<file path="src/rtl/spblit_pkg.sv">
`default_nettype none
package spblit_pkg;

  localparam int unsigned STEP_W = 6;
  localparam logic [STEP_W-1:0] LAST_STEP = 6'd35;

  localparam logic [13:0] ATTR_BASE  = 14'd6144;
  localparam logic [7:0]  ATTR_VALUE = 8'h47;

  localparam logic KIND_LOAD = 1'b0;
  localparam logic KIND_DRAW = 1'b1;

  localparam logic MODE_OR  = 1'b0;
  localparam logic MODE_SET = 1'b1;

  typedef struct packed {
    logic              load;
    logic              start;
    logic              issue;
    logic [STEP_W-1:0] step;
  } spblit_cmd_t;

  typedef struct packed {
    logic stage_free;
    logic draw_ok;
  } spblit_status_t;

endpackage
`default_nettype wire

</file>
<file path="src/rtl/spblit_ctrl.sv">
`default_nettype none
module spblit_ctrl import spblit_pkg::*; (
  input  wire logic           clk,
  input  wire logic           rst,
  input  wire logic           in_valid,
  output logic                in_ready,
  input  wire logic           kind,
  input  wire spblit_status_t status,
  output spblit_cmd_t         cmd
);

  typedef enum logic {
    IDLE,
    RUN
  } state_t;

  state_t            state;
  logic [STEP_W-1:0] step;
  logic              accept;

  assign in_ready  = (state == IDLE);
  assign accept    = in_valid && in_ready;
  assign cmd.load  = accept && (kind == KIND_LOAD);
  assign cmd.start = accept && (kind == KIND_DRAW) && status.draw_ok;
  assign cmd.issue = (state == RUN) && status.stage_free;
  assign cmd.step  = step;

  always_ff @(posedge clk) begin
    if (rst) begin
      state <= IDLE;
      step  <= '0;
    end else begin
      case (state)
        IDLE: begin
          step <= '0;
          if (cmd.start) begin
            state <= RUN;
          end
        end
        RUN: begin
          if (cmd.issue) begin
            if (step == LAST_STEP) begin
              state <= IDLE;
              step  <= '0;
            end else begin
              step <= step + 1'b1;
            end
          end
        end
        default: begin
          state <= IDLE;
          step  <= '0;
        end
      endcase
    end
  end

endmodule
`default_nettype wire

</file>
<file path="config.mk">
export PLATFORM = sky130hd
export DESIGN_NAME = spblit_ctrl
export DESIGN_NICKNAME = d
export VERILOG_FILES = /design/src/rtl/spblit_pkg.sv /design/src/rtl/spblit_ctrl.sv
export SDC_FILE = /design/constraint.sdc
export NUM_CORES = 1
export LEC_CHECK = 0
export BUFFER_PORTS_ARGS = -buffer_cell sky130_fd_sc_hd__buf_4
export CAP_MARGIN = 10
export CELL_PAD_IN_SITES_DETAIL_PLACEMENT = 1
export CELL_PAD_IN_SITES_GLOBAL_PLACEMENT = 1
export CORE_AREA = 2 2 39 41
export DETAILED_ROUTE_END_ITERATION = 10
export DIE_AREA = 0 0 41 43
export PLACE_DENSITY_LB_ADDON = 0.1
export SETUP_SLACK_MARGIN = 0.5
export SYNTH_ARGS = -nofsm -noshare
export SYNTH_HDL_FRONTEND = slang
export SYNTH_SLANG_ARGS = --single-unit
</file>
<file path="constraint.sdc">
create_clock -name clk -period 1.4 [get_ports clk]
set_input_delay 0.28 -clock clk [delete_from_list [all_inputs] [get_ports clk]]
set_output_delay 0.28 -clock clk [all_outputs]
set_load 0.005 [all_outputs]
</file>
Yosys cells after proc, flatten, opt, wreduce, memory -nomap -nowiden

Index checks and enable logic that the tools add are counted.

Register bits after elaboration: 7
Bits of input ports: 6
Output and inout port bits: 10
Word-level logic and storage cells: 19

$add $sub $neg: 1
Equal/unequal tests: 2
Muxes and demuxes: 7
Bitwise logic cells: 2
Reduce and logical (&&, ||, !) cells: 5

Operators with widths:

| operator                                     | number |
|---|---|
| 2-to-1 mux 6 bit                             | 2 |
| one-hot mux 6 bit (2 select lines)           | 1 |
| adder 6 x 1 -> 6 bit, second input constant  | 1 |
| equality test 6 bit, second input constant   | 1 |
| logical AND 1 bit                            | 5 |
| 2-to-1 mux 1 bit                             | 3 |
| inequality test 2 bit, second input constant | 1 |
| NOT 1 bit                                    | 2 |
| one-hot mux 1 bit (2 select lines)           | 1 |

Longest topological paths before layout

Depth in word-level cells: 6
Mapped depth: 4

Worst setup path before layout

No wires, ideal clock.

Kind: reg-to-reg
From: register step[0]
To: register step[2]
Arrival: 1.014 ns
Required time: 1.330 ns
Setup slack: 0.317 ns
Stages on the path, launching flop included: 5
Period minus slack after synthesis: 1.083 ns
Path through: dfxtp_1 ha_1 nand2_1 a211o_1 a21oi_1

Word-level cells in the longest chain between the ends: 4
Elaborated cells on any way between the ends: 5
Those cells by class: 1 x add/sub; 1 x eq/ne; 3 x mux

RTL lines:

| what                                                        | RTL line                             | text |
|---|---|---|
| start: declaration                                          | spblit_ctrl.sv:18                    | `logic [STEP_W-1:0] step;` |
| start signal: assignment                                    | spblit_ctrl.sv:46                    | `step <= step + 1'b1;` |
| adder 6 x 1 -> 6 bit or equality test 6 bit (tied branches) | spblit_ctrl.sv:46, spblit_ctrl.sv:42 |  |
| 2-to-1 mux 6 bit (*)                                        | spblit_ctrl.sv:42                    | `if (step == LAST_STEP) begin` |
| 2-to-1 mux 6 bit (*)                                        | spblit_ctrl.sv:41                    | `if (cmd.issue) begin` |
| one-hot mux 6 bit (2 select lines) (*)                      | spblit_ctrl.sv:33                    | `case (state)` |

Mark *: on every way between the ends. The rest lies on a longest branch, timed or not. The select of a mux whose other input is x is not followed.
A chain may end at the register's enable or synchronous reset.

==> flow_summary.toml <==
[placement]
gp_congestion = 0.730
portBuffers = 15
hpwlAfterDp_um = 760

[drt]
via_count = 415
drt_iter0_drc = 1
ant_nets = 0
vias_per_cell = 5.00
wirelength_mm = 1.27
first_pass_iters = 2
wl_per_cell_um = 15.2
drc = 0

[timing]
maxSlewHeadroom_pct = 81.5
finalHoldViolCount = 0
max_freq_mhz = 789
period_share_pct = 90.6
tightest_slew_ns = 0.274
timing.final.max_slew_violations = 0
clock_skew_ns = 0.000401
worst_hold_slack_ns = 0.249
setup_violations = 0
fin_crit_ns = 1.27
fin_setup_tns_ns = 0
rsz0062_at_grt = "yes"

[die]
core-area_um2 = 1380
die_x_um = 41
start_util_pct = 27.9
dieArea_um2 = 1760
die_height_um = 43
io_pins = 16
num_rows = 14

[critical_path]
path_cells = "and4b_2, buf_4"
cp.arrival_ns = 0.99
max_stage_delay_ns = 0.34
ff2ff_setup_slack_ns = 0.27
r2r_end = "state"
cp_num_buf_inv = 1
cp_top_family = "flip-flops"
crit_slowest_cell = "dfxtp_4"
reg2reg_from = "state"
crit_required_ns = 1.12
r2r_cells = 5
path_class = "flip-flop to output port"
cp-end-kind = "output port"
start_kind = "flip-flop"
critPathMaxFanout = 4

[yosys]
ys_top_cells_by_count = "7 x dfxtp_1, 5 x nor2_1"
yosysUniqueCellTypes = 24
yosysWarnings = 0
seq_area_frac_synth_pct = 36.2
synth_area_um2 = 387
synth_edf_count = 0
yosys.area.top_type_share_pct = 36.2
postSynthCellCount = 40
synth_ff_type = "dfxtp_1"
synth_area_leaders = "dfxtp_1 36%, nor4bb_1 5.2%, nor2_1 4.9%"
synthArstFlopShare_pct = 0
synth_top_cell_by_area = "dfxtp_1"
yosysMostFrequentCell = "dfxtp_1"
avgSynthCellArea_um2 = 9.67
syn_nets = 47
ys_ff_latch = 7

[finish]
layout-drive-gt1-share_pct = 76.1
diodes = 0
finalNetCount = 75
syn_to_final_growth_pct = 90.6

[global_routing]
grt.total_usage_pct = 17.0
gr-usage-met3_pct = 4.71
antenna_found_initial = 0
grt_pass1_vias = 445
busiest_layer = "met2"
grt_pass1_wl_mm = 1.97
overflow = 0
grtUsageMet2_pct = 25.9
met1_usage_pct = 19.2
grt_max_degree = 10

[power]
seqPwrFrac_pct = 43.5
irDropWorstVdd_v = 0.000336
p_per_area_nw_per_um2 = 598
power.leakage_nw = 0.285
clock_power_share_pct = 42.5
p_comb_share_pct = 14.0
power.internal_uw = 335
p_sw_share_pct = 24.1
p_switching_uw = 106

[cts]
cts-htree-levels = 1
cts_hold_buf = 0
clockRootBuffer = "clkbuf_4"
clock_sinks = 7
cts.clk_slew.worst_paths_ns = 0.05
clock_latency_ns = 0.25
cts_buffer_depth = 2
cts_tree = "done"
numCtsBuffers = 3

[worst_hold_path]
hold_start = "rst"
min_path_cells = 2
hold_class = "input pin to flip-flop"
hold_path_end = "state"

[run_status]
status = "completed"

[job]
maxCapViolations = 0
state kept, by name, indices dropped and copies added, names as in the netlist:
register	flops
step	6
state	1
stage by stage:
step	total power [mW]	utilization (%)	instances	area, um2	setup WS (ns)
after floorplan	0.227	-	40	407	0.397
after global placement	0.249	38.4	70	532	0.320
after detailed placement	0.251	38.4	70	532	0.283
after CTS	0.435	48.4	81	669	0.124
after global routing	0.474	53.3	83	737	0.0988
final	0.441	53.3	83	737	0.132
area by class of cell:
| class | instances | area, um2 |
|---|---|---|
| Fill cell | 164 | 647 |
| Multi-Input combinational cell | 31 | 314 |
| Clock buffer | 4 | 26.3 |
| Tap cell | 16 | 20.0 |
| Sequential cell | 7 | 166 |
| Inverter | 1 | 3.75 |
| Timing Repair Buffer | 24 | 206 |
worst reg2reg max path: cells and delay by family (launching register included):
family                 cells  cell delay, ns
flip-flops                 1            0.35
AO/OA/AOI/OAI              1            0.08
AND/OR/NAND/NOR            2            0.35
buffers and inverters      2            0.24
power by group through the flow:
stage	sequential (mW)	combinational, mW	clock (mW)
2_1_floorplan	0.207	0.0203	0
3_5_place_dp	0.208	0.0438	0
6_report	0.192	0.0617	0.187
5_1_grt	0.192	0.0658	0.216
4_1_cts	0.192	0.0518	0.192
3_3_place_gp	0.207	0.0415	0
worst max-delay path by stage:
| stage | startpoint | end | cells past startpoint |
|---|---|---|---|
| CTS | state | cmd[7] | 2 |
| global placement | step[3] | state | 3 |
| global route | state | cmd[7] | 2 |
| detailed placement | state | cmd[7] | 2 |
| floorplan | step[3] | state | 3 |
| finish | state | cmd[7] | 2 |
routing by layer:
layer,share of wire (%),vias up
met5,0,-
met4,2.5,0
met3,3.5,4
met2,55,8
met1,39,202
li1,-,201
cells in the final DEF, fill, tap and decap left out, types with 2 or more instances in the layout:
cell type  synthesis  layout
buf_4              1      17
buf_6              0       7
clkbuf_4           0       3
dfxtp_4            0       7
nand4_1            2       2
nor2_1             5       3
nor2_2             0       2
xor2_1             2       2
kinds of logic (layout without fill, tap and decap cells):
kind of cell	Yosys count	after routing	share of synthesized area (%)
buffers and inverters	2	29	2.91
multiplexers	1	1	2.59
AND/OR/NAND/NOR	21	21	35.9
flip-flops	7	7	36.2
XOR/XNOR	3	3	6.80
adder cells (fa/ha/maj)	1	1	3.24
AO/OA/AOI/OAI	5	5	12.3
what timing repair did:
item | CTS | global route
endpoints found under the hold margin | 0 | 0
endpoints found under the setup margin | 17 | 17
setup buffers | 7 | 2
pin swaps | 8 | 3
resized for setup | 19 | 11
Note: power is estimated with default switching activity, not from simulation.
